## config.mk

```make
export PLATFORM = sky130hd
export DESIGN_NAME = scan_disk_scheduler_unit
export DESIGN_NICKNAME = d
export VERILOG_FILES = /design/src/sv/sds_pkg.sv /design/src/sv/scan_disk_scheduler_unit.sv
export VERILOG_INCLUDE_DIRS = /design/src /design/src/sv
export SDC_FILE = /design/constraint.sdc
export NUM_CORES = 1
export LEC_CHECK = 0
export ABC_AREA = 1
export BUFFER_PORTS_ARGS = -buffer_cell sky130_fd_sc_hd__buf_4
export CORE_MARGIN = 2
export CORE_UTILIZATION = 50
export CTS_CLUSTER_SIZE = 12
export DETAILED_ROUTE_END_ITERATION = 8
export HOLD_SLACK_MARGIN = 0.1
export PLACE_DENSITY = 0.63
export RECOVER_POWER = 50
export SYNTH_ARGS = -nofsm -noshare
export SYNTH_HDL_FRONTEND = slang
export SYNTH_SLANG_ARGS = --single-unit
```

## constraint.sdc

```tcl
create_clock -name clk -period 4.8 [get_ports clk]
set_input_delay 1.2 -clock clk [delete_from_list [all_inputs] [get_ports clk]]
set_output_delay 1.2 -clock clk [all_outputs]
set_load 0.1 [all_outputs]
```

## src/sv/assert_macros.svh

```systemverilog
// Assertion macros shared by the scheduler RTL.
// Expects the including module to provide clk and the active-low reset rst_n.
`ifndef ASSERT_MACROS_SVH
`define ASSERT_MACROS_SVH

// Property must hold at every clock edge outside reset.
`define ASSERT_CLK(label, prop, msg) \
  label: assert property (@(posedge clk) disable iff (!rst_n) prop) else $error(msg);

// Condition must never be true at a clock edge outside reset.
`define ASSERT_NEVER(label, cond, msg) \
  label: assert property (@(posedge clk) disable iff (!rst_n) !(cond)) else $error(msg);

`endif

```

## src/sv/sds_pkg.sv

```systemverilog
`timescale 1ns / 1ps
// Shared constants for the SCAN disk scheduler: field widths, codes and defaults.
// No dependencies.
package sds_pkg;

  localparam int MAX_REQUESTS_DEF  = 32;
  localparam int CYLINDER_BITS_DEF = 16;

  // Fixed field widths of the ports.
  localparam int REG_W     = 16;
  localparam int VALUE_W   = 17;
  localparam int KIND_W    = 2;
  localparam int CFG_IDX_W = 2;

  localparam logic [REG_W-1:0] MAX_CYL_RESET = 16'd4999;

  // Opcodes of an input item.
  localparam logic OP_LOAD = 1'b0;
  localparam logic OP_RUN  = 1'b1;

  // Kinds of a result item.
  localparam logic [KIND_W-1:0] KIND_SERVED = 2'd0;
  localparam logic [KIND_W-1:0] KIND_BOUND  = 2'd1;
  localparam logic [KIND_W-1:0] KIND_TOTAL  = 2'd2;

  // Configuration register indexes.
  localparam logic [CFG_IDX_W-1:0] REG_HEAD     = 2'd0;
  localparam logic [CFG_IDX_W-1:0] REG_PREV     = 2'd1;
  localparam logic [CFG_IDX_W-1:0] REG_MAX_CYL  = 2'd2;

endpackage

```

## src/sv/scan_disk_scheduler_unit.sv

```systemverilog
`timescale 1ns / 1ps
// SCAN (elevator) disk scheduler: request store in one synchronous RAM plus sequencer.
// Depends on sds_pkg and assert_macros.svh.

// Load items (opcode 0) insert a clamped cylinder into a RAM that is kept in
// ascending order. A load into an empty store writes entry 0 directly;
// otherwise the insertion walks down from the top entry, one entry per cycle
// through the single read port. A run item (opcode 1) first scans the store
// to find how many requests lie below the head and the lowest and highest
// request, then emits the head, the first sweep, the boundary, the return
// sweep and the total travel. Each served cylinder from the RAM is read,
// then loaded into the output register. Results leave through an output
// register; the input is taken only while the sequencer is idle. A full
// store ignores further loads, and a run empties the store. Register writes
// are accepted in every cycle.

`include "assert_macros.svh"

module scan_disk_scheduler_unit #(
  parameter int MAX_REQUESTS  = sds_pkg::MAX_REQUESTS_DEF,
  parameter int CYLINDER_BITS = sds_pkg::CYLINDER_BITS_DEF
) (
  input  logic                           clk,
  input  logic                           rst_n,

  input  logic                           cfg_valid,
  output logic                           cfg_ready,
  input  logic [sds_pkg::CFG_IDX_W-1:0]  cfg_index,
  input  logic [sds_pkg::REG_W-1:0]      cfg_data,

  input  logic                           in_valid,
  output logic                           in_ready,
  input  logic                           in_opcode,
  input  logic [sds_pkg::REG_W-1:0]      in_cylinder,

  output logic                           out_valid,
  input  logic                           out_ready,
  output logic [sds_pkg::KIND_W-1:0]     out_kind,
  output logic [sds_pkg::VALUE_W-1:0]    out_value,
  output logic                           out_last
);

  import sds_pkg::*;

  localparam int AW    = $clog2(MAX_REQUESTS);
  localparam int CW    = $clog2(MAX_REQUESTS + 1);
  localparam int CB    = CYLINDER_BITS;
  localparam int CMP_W = (CB > REG_W) ? CB : REG_W;
  localparam int TOT_W = CMP_W + 2;

  typedef enum logic [8:0] {
    S_IDLE    = 9'b000000001,
    S_INS     = 9'b000000010,
    S_PUT     = 9'b000000100,
    S_SCAN    = 9'b000001000,
    S_HEAD    = 9'b000010000,
    S_LEG_RD  = 9'b000100000,
    S_LEG_OUT = 9'b001000000,
    S_BOUND   = 9'b010000000,
    S_TOTAL   = 9'b100000000
  } state_t;

  // Mask a cylinder to the store width, then clamp it to the top cylinder.
  function automatic logic [CB-1:0] clamp_cyl(input logic [REG_W-1:0] raw,
                                               input logic [REG_W-1:0] limit);
    logic [31:0]      wide;
    logic [CB-1:0]    masked;
    logic [CMP_W-1:0] m_ext;
    logic [CMP_W-1:0] lim_ext;
    wide    = {16'd0, raw};
    masked  = wide[CB-1:0];
    m_ext   = CMP_W'(masked);
    lim_ext = CMP_W'(limit);
    if (m_ext > lim_ext) begin
      clamp_cyl = CB'(lim_ext);
    end else begin
      clamp_cyl = masked;
    end
  endfunction

  // Configuration registers.
  logic [REG_W-1:0] head_r, prev_r, max_cyl_r;

  // Sequencer state.
  state_t        state_r, state_nxt;
  logic [CW-1:0] cnt_r, cnt_nxt;
  logic [CW-1:0] ptr_r, ptr_nxt;
  logic [CW-1:0] nlow_r, nlow_nxt;
  logic [CB-1:0] ins_val_r, ins_val_nxt;
  logic [CB-1:0] h_r, h_nxt;
  logic [CB-1:0] lo_r, lo_nxt;
  logic [CB-1:0] hi_r, hi_nxt;
  logic          up_r, up_nxt;
  logic          second_r, second_nxt;

  // Output register.
  logic               out_valid_r, out_valid_nxt;
  logic [KIND_W-1:0]  out_kind_r, out_kind_nxt;
  logic [VALUE_W-1:0] out_value_r, out_value_nxt;
  logic               out_last_r, out_last_nxt;

  // Request store.
  logic [CB-1:0] store_mem [MAX_REQUESTS];
  logic [CB-1:0] rd_data_r;
  logic          rd_en, wr_en;
  logic [AW-1:0] rd_addr, wr_addr;
  logic [CB-1:0] wr_data;

  logic          in_fire;
  logic [CB-1:0] head_clamped;
  logic [CB-1:0] load_val;
  logic [CW-1:0] cnt_m1, ptr_p1, ptr_m1;
  logic          leg_asc;
  logic [TOT_W-1:0] max_t, h_t, lo_t, hi_t, total_t;
  logic [TOT_W-1:0] h_out_t, rd_out_t, bound_t;

  assign cfg_ready = 1'b1;
  assign in_ready  = (state_r == S_IDLE);
  assign in_fire   = in_valid && in_ready;

  assign out_valid = out_valid_r;
  assign out_kind  = out_kind_r;
  assign out_value = out_value_r;
  assign out_last  = out_last_r;

  assign head_clamped = clamp_cyl(head_r, max_cyl_r);
  assign load_val     = clamp_cyl(in_cylinder, max_cyl_r);
  assign cnt_m1       = cnt_r - CW'(1);
  assign ptr_p1       = ptr_r + CW'(1);
  assign ptr_m1       = ptr_r - CW'(1);
  assign leg_asc      = up_r ^ second_r;

  assign max_t    = TOT_W'(max_cyl_r);
  assign h_t      = TOT_W'(h_r);
  assign lo_t     = TOT_W'(lo_r);
  assign hi_t     = TOT_W'(hi_r);
  assign h_out_t  = TOT_W'(h_r);
  assign rd_out_t = TOT_W'(rd_data_r);
  assign bound_t  = up_r ? max_t : '0;

  // Total travel; a sweep with nothing on the far side has no return leg.
  always_comb begin
    if (up_r) begin
      if (nlow_r != '0) begin
        total_t = (max_t << 1) - h_t - lo_t;
      end else begin
        total_t = max_t - h_t;
      end
    end else begin
      if (nlow_r < cnt_r) begin
        total_t = h_t + hi_t;
      end else begin
        total_t = h_t;
      end
    end
  end

  always_comb begin
    state_nxt     = state_r;
    cnt_nxt       = cnt_r;
    ptr_nxt       = ptr_r;
    nlow_nxt      = nlow_r;
    ins_val_nxt   = ins_val_r;
    h_nxt         = h_r;
    lo_nxt        = lo_r;
    hi_nxt        = hi_r;
    up_nxt        = up_r;
    second_nxt    = second_r;
    out_valid_nxt = out_valid_r && !out_ready;
    out_kind_nxt  = out_kind_r;
    out_value_nxt = out_value_r;
    out_last_nxt  = out_last_r;
    rd_en         = 1'b0;
    rd_addr       = '0;
    wr_en         = 1'b0;
    wr_addr       = '0;
    wr_data       = ins_val_r;

    unique case (state_r)
      S_IDLE: begin
        if (in_fire) begin
          if (in_opcode == OP_LOAD) begin
            if (cnt_r != CW'(MAX_REQUESTS)) begin
              ins_val_nxt = load_val;
              cnt_nxt     = cnt_r + CW'(1);
              if (cnt_r == '0) begin
                wr_en   = 1'b1;
                wr_addr = '0;
                wr_data = load_val;
              end else begin
                rd_en     = 1'b1;
                rd_addr   = cnt_m1[AW-1:0];
                ptr_nxt   = cnt_m1;
                state_nxt = S_INS;
              end
            end
          end else begin
            h_nxt    = head_clamped;
            up_nxt   = CMP_W'(prev_r) < CMP_W'(head_clamped);
            nlow_nxt = '0;
            if (cnt_r != '0) begin
              rd_en     = 1'b1;
              rd_addr   = '0;
              ptr_nxt   = '0;
              state_nxt = S_SCAN;
            end else begin
              state_nxt = S_HEAD;
            end
          end
        end
      end

      // Shift larger entries up by one while the next lower entry is read.
      S_INS: begin
        wr_en   = 1'b1;
        wr_addr = ptr_p1[AW-1:0];
        if (rd_data_r > ins_val_r) begin
          wr_data = rd_data_r;
          if (ptr_r == '0) begin
            state_nxt = S_PUT;
          end else begin
            rd_en   = 1'b1;
            rd_addr = ptr_m1[AW-1:0];
            ptr_nxt = ptr_m1;
          end
        end else begin
          wr_data   = ins_val_r;
          state_nxt = S_IDLE;
        end
      end

      S_PUT: begin
        wr_en     = 1'b1;
        wr_addr   = '0;
        wr_data   = ins_val_r;
        state_nxt = S_IDLE;
      end

      // The store is sorted, so the number of requests below the head is
      // where the head splits the two sweeps.
      S_SCAN: begin
        if (ptr_r == '0) begin
          lo_nxt = rd_data_r;
        end
        if (rd_data_r < h_r) begin
          nlow_nxt = nlow_r + CW'(1);
        end
        if (ptr_r == cnt_m1) begin
          hi_nxt    = rd_data_r;
          state_nxt = S_HEAD;
        end else begin
          rd_en   = 1'b1;
          rd_addr = ptr_p1[AW-1:0];
          ptr_nxt = ptr_p1;
        end
      end

      S_HEAD: begin
        if (!out_valid_r) begin
          out_valid_nxt = 1'b1;
          out_kind_nxt  = KIND_SERVED;
          out_value_nxt = h_out_t[VALUE_W-1:0];
          out_last_nxt  = 1'b0;
          second_nxt    = 1'b0;
          ptr_nxt       = nlow_r;
          state_nxt     = S_LEG_RD;
        end
      end

      // Ascending legs run from nlow up to count - 1, descending legs from
      // nlow - 1 down to 0; the pointer sits one above the entry on the way down.
      S_LEG_RD: begin
        if (leg_asc ? (ptr_r == cnt_r) : (ptr_r == '0)) begin
          state_nxt = second_r ? S_TOTAL : S_BOUND;
        end else begin
          rd_en     = 1'b1;
          rd_addr   = leg_asc ? ptr_r[AW-1:0] : ptr_m1[AW-1:0];
          state_nxt = S_LEG_OUT;
        end
      end

      S_LEG_OUT: begin
        if (!out_valid_r) begin
          out_valid_nxt = 1'b1;
          out_kind_nxt  = KIND_SERVED;
          out_value_nxt = rd_out_t[VALUE_W-1:0];
          out_last_nxt  = 1'b0;
          ptr_nxt       = leg_asc ? ptr_p1 : ptr_m1;
          state_nxt     = S_LEG_RD;
        end
      end

      S_BOUND: begin
        if (!out_valid_r) begin
          out_valid_nxt = 1'b1;
          out_kind_nxt  = KIND_BOUND;
          out_value_nxt = bound_t[VALUE_W-1:0];
          out_last_nxt  = 1'b0;
          second_nxt    = 1'b1;
          ptr_nxt       = nlow_r;
          state_nxt     = S_LEG_RD;
        end
      end

      S_TOTAL: begin
        if (!out_valid_r) begin
          out_valid_nxt = 1'b1;
          out_kind_nxt  = KIND_TOTAL;
          out_value_nxt = total_t[VALUE_W-1:0];
          out_last_nxt  = 1'b1;
          cnt_nxt       = '0;
          state_nxt     = S_IDLE;
        end
      end

      default: begin
        state_nxt = S_IDLE;
      end
    endcase
  end

  always_ff @(posedge clk) begin
    if (wr_en) begin
      store_mem[wr_addr] <= wr_data;
    end
  end

  always_ff @(posedge clk) begin
    if (rd_en) begin
      rd_data_r <= store_mem[rd_addr];
    end
  end

  always_ff @(posedge clk) begin
    if (!rst_n) begin
      head_r    <= '0;
      prev_r    <= '0;
      max_cyl_r <= MAX_CYL_RESET;
    end else if (cfg_valid && cfg_ready) begin
      unique case (cfg_index)
        REG_HEAD:    head_r    <= cfg_data;
        REG_PREV:    prev_r    <= cfg_data;
        REG_MAX_CYL: max_cyl_r <= cfg_data;
        default: begin
        end
      endcase
    end
  end

  always_ff @(posedge clk) begin
    if (!rst_n) begin
      state_r     <= S_IDLE;
      cnt_r       <= '0;
      out_valid_r <= 1'b0;
    end else begin
      state_r     <= state_nxt;
      cnt_r       <= cnt_nxt;
      out_valid_r <= out_valid_nxt;
    end
  end

  always_ff @(posedge clk) begin
    ptr_r       <= ptr_nxt;
    nlow_r      <= nlow_nxt;
    ins_val_r   <= ins_val_nxt;
    h_r         <= h_nxt;
    lo_r        <= lo_nxt;
    hi_r        <= hi_nxt;
    up_r        <= up_nxt;
    second_r    <= second_nxt;
    out_kind_r  <= out_kind_nxt;
    out_value_r <= out_value_nxt;
    out_last_r  <= out_last_nxt;
  end

  `ASSERT_NEVER(a_cnt_bound, cnt_r > CW'(MAX_REQUESTS), "request count above store depth")
  `ASSERT_NEVER(a_no_rw_same_addr, rd_en && wr_en && (rd_addr == wr_addr),
                "RAM read and write collide")
  `ASSERT_CLK(a_total_ends_run, (state_r == S_TOTAL) && !out_valid_r |=>
              (cnt_r == '0) && out_valid_r && out_last_r && (state_r == S_IDLE),
              "run did not close with total")
  `ASSERT_CLK(a_scan_no_overrun, (state_r == S_SCAN) |-> (nlow_r <= cnt_r),
              "scan counted past the store")

endmodule
```

==> results of run 1 <==
[final timing paths]
path                 startpoint           end  slack (ns)  cells after the start
hold reg to reg       prev_r[0]     prev_r[0]        0.46                      2
setup reg to reg  rd_data_r[15]  rd_data_r[9]        0.58                     17
hold / removal        prev_r[0]     prev_r[0]        0.46                      2
setup / recovery  rd_data_r[15]  rd_data_r[9]        0.58                     17
[cell usage after synthesis (5+ instances only)]
| library cell | n | area share, % |
|---|---|---|
| clkbuf_1 | 49 | 0.51 |
| a221oi_1 | 30 | 0.73 |
| xor2_1 | 19 | 0.46 |
| o21bai_1 | 6 | 0.12 |
| a211oi_1 | 8 | 0.17 |
| fa_1 | 17 | 0.94 |
| nand3b_1 | 163 | 3.4 |
| nand4_1 | 15 | 0.26 |
| o211ai_1 | 22 | 0.46 |
| nor2_1 | 191 | 2.0 |
| inv_1 | 582 | 6.0 |
| o21a_1 | 8 | 0.17 |
| inv_2 | 9 | 0.093 |
| a31oi_1 | 8 | 0.14 |
| o21ai_0 | 137 | 1.9 |
| a22oi_1 | 10 | 0.21 |
| clkinv_1 | 5 | 0.052 |
| or2_2 | 6 | 0.10 |
| nor4_1 | 6 | 0.10 |
| nor3_1 | 27 | 0.37 |
| a21oi_1 | 165 | 2.3 |
| nand2_1 | 660 | 6.8 |
| edfxtp_1 | 626 | 52 |
| dfxtp_1 | 64 | 3.5 |
| nand3_1 | 629 | 8.7 |
| ha_1 | 143 | 4.9 |
| xnor2_1 | 11 | 0.27 |
| buf_4 | 27 | 0.56 |
| o2111ai_1 | 6 | 0.15 |
| a21o_1 | 5 | 0.10 |
| buf_2 | 105 | 1.5 |
| nand3_2 | 5 | 0.14 |
[final cells by class]
type	instances	area [um2]	share of cell area [%]
diodes	1	2.50	0.00620
clock buffers	104	2120	5.25
clock inverters	30	369	0.914
inverters	596	2240	5.56
multi-input cells	2339	13100	32.4
flip-flops and latches	690	20100	49.7
well taps	950	1190	2.94
repair buffers	183	1290	3.20
[layer usage]
layer,GRT usage (%),part of all wire [%],vias to the layer above
met5,0,0,-
met4,14.4,5.3,0
met3,3.58,6.9,231
met2,44.8,46,1091
met1,37.6,42,13000
li1,-,-,13200
[power by group through the flow]
stage	Clock [W]	Sequential [W]	Combinational (W)
finish	0.00585	0.00896	0.00773
floorplan	0	0.00922	0.00449
detailed placement	0	0.00907	0.00771
global route	0.00616	0.00899	0.00845
CTS	0.00593	0.00895	0.00775
global placement	0	0.00907	0.00762
[metrics by stage]
stage / hold slack, ns / utilization [%]
2_1_floorplan: 0.430 / -
3_3_place_gp: 0.450 / 53.3
3_5_place_dp: 0.451 / 53.3
4_1_cts: 0.460 / 56.8
5_1_grt: 0.504 / 56.4
6_report: 0.456 / 56.4
[registers in the layout, summed over array words and instances (netlist names)]
name and cells:
out_valid 1, cnt_r 6, up_r 1, nlow_r 6
store_mem 512, hi_r 16, state_r 9, second_r 1
max_cyl_r 16, head_r 16, out_value 17, ptr_r 6
lo_r 16, out_last 1, ins_val_r 16, out_kind 2
prev_r 16, rd_data_r 16, h_r 16
[critical path: cells and delay by family (launching register included)]
family,cells,cell delay [ns]
adder cells (fa/ha/maj),1,0.37
AO/OA/AOI/OAI,2,0.24
AND/OR/NAND/NOR,12,2.11
flip-flops,1,0.34
buffers and inverters,2,0.81
[cell families (layout without fill, tap and decap cells)]
kind of cell / Yosys count / count (layout)
adder cells (fa/ha/maj): 160 / 160
AO/OA/AOI/OAI: 426 / 426
flip-flops: 690 / 690
XOR/XNOR: 30 / 30
buffers and inverters: 779 / 913
AND/OR/NAND/NOR: 1722 / 1722
other: 1 / 2
==> flow_summary.toml, run 1 <==
[placed_design]
post-place-ws_ns = 0.757
place_area_um2 = 38200
hpwl_mm = 67.1
place_congestion = 0.969
port_buffers = 61
dp.cells = 4758

[synthesis]
synth_edf_count = 626
syn_nets = 4008
synth_xor_area_share_pct = 0.725
syn_area_um2 = 36200
ys.flop_type = "edfxtp_1"
synth-seq-cells = 690
yosysSeqAreaShare_pct = 55.4
synthAdderAreaFrac_pct = 5.88
postSynthCellCount = 3808
synthArstFlopShare_pct = 0
synth_compound_area_share_pct = 6.89
synth_cell_types = 54
synth-simple-area-share_pct = 22.4
synth_top_family_by_area = "simple AND/OR/NAND/NOR gates"
postSynthAreaPerCell_um2 = 9.51
synth.area.mux_share_pct = 0
synth_warnings = 0

[die]
core_area_um2 = 71600
die_area_um2 = 74600
initial_utilization_pct = 50.6
ios = 63
die_width_um = 273
rows = 98
dieHeight_um = 273

[pwr]
power.total_w = 0.0225
internal_power_w = 0.0140
p_comb_share_pct = 34.3
p_leak_nw = 16.6
seq_power_share_pct = 39.8
p_sw_share_pct = 37.8
pwr-share-clk_pct = 26.0
p_per_area_nw_per_um2 = 558
ir_worst_vdd_v = 0.000499
switchingPower_w = 0.00852

[clocking]
cts-root-buf = "clkbuf_16"
worstSkewPairLatency_ns = 0.64
ctsHoldBuffers = 0
cts_made_buffers = 77
postCtsSetupRepairBufs = 0
clkTransAtPathRegs_ns = 0.06
numClockSinks = 690
cts_buffer_depth = 3
htree_levels = 3
cts_tree = "done"
cts_resized = 0

[timing]
fmax_mhz = 237
skew_ns = 0.0276
fin_ws_ns = 0.581
layout_min_cycle_time_ns = 4.22
fin_crit_sh_pct = 87.9
drv_slew = 0
setup_viol = 0
relSlewSlack_pct = 7.08
worst_pin_slew_ns = 1.39
fin_setup_tns_ns = 0
hold_viol_final = 0
rsz0062_at_grt = "false"

[worst_hold_path]
hold_path.class = "reg -> reg"

[drt]
drt_iter0_drc = 2806
route.detailed.wl_per_inst_um = 21.3
drc = 0
wl_mm = 104
routed_via_density = 5.62
detail-route-antenna-nets = 0
drtPass1Iterations = 5
num_vias = 27500

[setup_path]
endpoint_kind = "register"
path_max_fanout = 64
path_cells = "clkbuf_1, ha_1, a21oi_1, o21ai_0, nor2_1, nand2_1, nand3_1, nand2_2, nand2_8, buf_4, nand3b_1, nand3_1, nand3_1, nand3_1, nand2_1, nand2_1, nand2_1"
path_class = "reg -> reg"
critPathArrivalTime_ns = 4.57
max_stage_delay_ns = 0.46
crit_required_ns = 5.15
cpMaxStageDelayCell = "clkbuf_1"
critPathLaunchType = "register"

[layout]
instances_no_fill = 4893
syn2layout_area_growth_pct = 11.5
layout-drive-gt1-share_pct = 6.82
layout_common_cells = "nand2_1, nand3_1, edfxtp_1, inv_1, nor2_1"
final.fill_count = 6387
nets = 4087
fin_area_um2 = 40400
mostFrequentLayoutCell = "nand2_1"

[global_routing]
gr-usage-all-layers_pct = 28.0
grt_pass1_wl_mm = 159
grt_max_degree = 88
grt-ovfl-total = 0
grt_pass1_vias = 26400
antenna_found_initial = 0

[outcome]
status = "finished, final reports clean"

[flow_run]
cap_violations = 0
No activity file was read; power rests on OpenSTA's default activity.
==> inputs of run 2 (changes only) <==
- CORE_UTILIZATION: 50 -> 45
- PLACE_DENSITY: 0.63 -> 0.57
==> run 2 against run 1 <==
Combinational power about the same. Cell count increased by 2.7%. Register-to-register slack got worse by 0.05 ns. Largest power group unchanged. The flow now finishes with violations (capacitance limit, slew limit). Highest routed layer unchanged. Worst hold slack improved by 0.014 ns. Die area increased by 11%.
==> flow_summary.toml, run 2 (synthesis results as in run 1) <==
[die]
rows = 104
core_area_um2 = 80200
die_width_um = 288
dieHeight_um = 288
initial_utilization_pct = 45.2
ios = 63
die_area_um2 = 82800

[drt]
wl_mm = 108
drt_iter0_drc = 2460
detail-route-antenna-nets = 0
num_vias = 27300
drc = 0
drtPass1Iterations = 5
routed_via_density = 5.43
route.detailed.wl_per_inst_um = 21.5

[layout]
largest_reg_flops = 512
layout-drive-gt1-share_pct = 6.89
top_register = "store_mem"
final.fill_count = 7416
syn2layout_area_growth_pct = 11.9
layout_common_cells = "nand2_1, nand3_1, edfxtp_1, inv_1, nor2_1"
nets = 4098
mostFrequentLayoutCell = "nand2_1"

[placed_design]
place_congestion = 0.942
port_buffers = 61
hpwl_mm = 68.9

[pwr]
power.total_w = 0.0225
p_per_area_nw_per_um2 = 556
p_leak_nw = 16.7
ir_worst_vdd_v = 0.000432

[global_routing]
grt_pass1_vias = 26100
antenna_found_initial = 0
grt_pass1_wl_mm = 163
grt_max_degree = 89
gr-usage-all-layers_pct = 26.2
grt-ovfl-total = 0

[clocking]
ctsHoldBuffers = 0
numClockSinks = 690
cts_resized = 0
cts_buffer_depth = 3
htree_levels = 3
cts-root-buf = "clkbuf_16"
postCtsSetupRepairBufs = 0
clkTransAtPathRegs_ns = 0.06
cts_tree = "done"
cts_made_buffers = 80
worstSkewPairLatency_ns = 0.64

[setup_path]
critPathArrivalTime_ns = 4.64
path_max_fanout = 59
path_class = "reg -> reg"
endpoint_kind = "register"
cpMaxStageDelayCell = "clkbuf_1"
max_stage_delay_ns = 0.54
critPathLaunchType = "register"
path_buf_inv = 2
cp_common_cell = "nand2_1"
path_cells = "clkbuf_1, ha_1, a21oi_1, nor2_1, nor2_1, nand2_1, nand2_1, nand2_1, nand3_1, nand2_1, nand2_8, buf_12, nand3_1, nand3_1, nand3_1, nand3_1, nand2_1, nand2_1, nand2_1"
crit_required_ns = 5.18
worst-r2r-setup-slack_ns = 0.53
critPathTopFamily = "simple AND/OR/NAND/NOR gates"

[timing]
skew_ns = 0.0248
rsz0062_at_grt = "false"
worst_pin_slew_ns = 1.61
fin_crit_sh_pct = 88.9
fmax_mhz = 234
setup_viol = 0
relSlewSlack_pct = -7.41
drv_slew = 34
fin_setup_tns_ns = 0
layout_min_cycle_time_ns = 4.27
hold_viol_final = 0

[worst_hold_path]
hold_path.class = "reg -> reg"

[outcome]
violations = "capacitance limit, slew limit"
status = "finished with violations"

[flow_run]
cap_violations = 4
==> run 2: routing by layer <==
layer	track usage, %	share of wire [%]	vias up
met5	0	0	-
met4	10.1	4.4	0
met3	3.45	5.8	203
met2	42.2	46	927
met1	36.0	44	12900
li1	-	-	13200
==> run 2: path summary, 6_finish.rpt <==
path / start / to / depth (start not counted)
setup / recovery: rd_data_r[5] / rd_data_r[2] / 19
hold / removal: prev_r[0] / prev_r[0] / 2
setup reg to reg: rd_data_r[5] / rd_data_r[2] / 19
hold reg to reg: prev_r[0] / prev_r[0] / 2
==> run 2: stage by stage <==
| step | instance area (um2) | util, % | hold WS [ns] | setup slack, ns | instances |
|---|---|---|---|---|---|
| 2_1_floorplan | 36200 | - | 0.430 | 0.752 | 3808 |
| 3_3_place_gp | 38400 | 47.9 | 0.463 | 0.727 | 4876 |
| 3_5_place_dp | 38400 | 47.9 | 0.464 | 0.729 | 4876 |
| 4_1_cts | 40900 | 51.0 | 0.472 | 1.03 | 5020 |
| 5_1_grt | 40500 | 50.6 | 0.489 | 0.371 | 5020 |
| 6_report | 40600 | 50.6 | 0.471 | 0.535 | 5023 |
==> run 2: final cells by class <==
class                   count  area (um2)  share of cell area, %
clock buffers             107        2120                   5.24
multi-input cells        2339       13100                   32.3
repair buffers            191        1340                   3.31
inverters                 596        2240                   5.54
diodes                      3        7.51                 0.0185
clock inverters            37         348                  0.858
well taps                1060        1330                   3.27
flip-flops and latches    690       20100                   49.5
==> run 2: worst min-delay path, cell delays in order (launching register included) <==
cell and delay [ns]:
dfxtp_1 0.29, inv_1 0.07, a21oi_1 0.06
==> run 2: where the power goes <==
part	switching, W	internal, W	total (W)
sequential	0.000267	0.00868	0.00895
clock	0.00249	0.00334	0.00583
combinational	0.00585	0.00190	0.00775
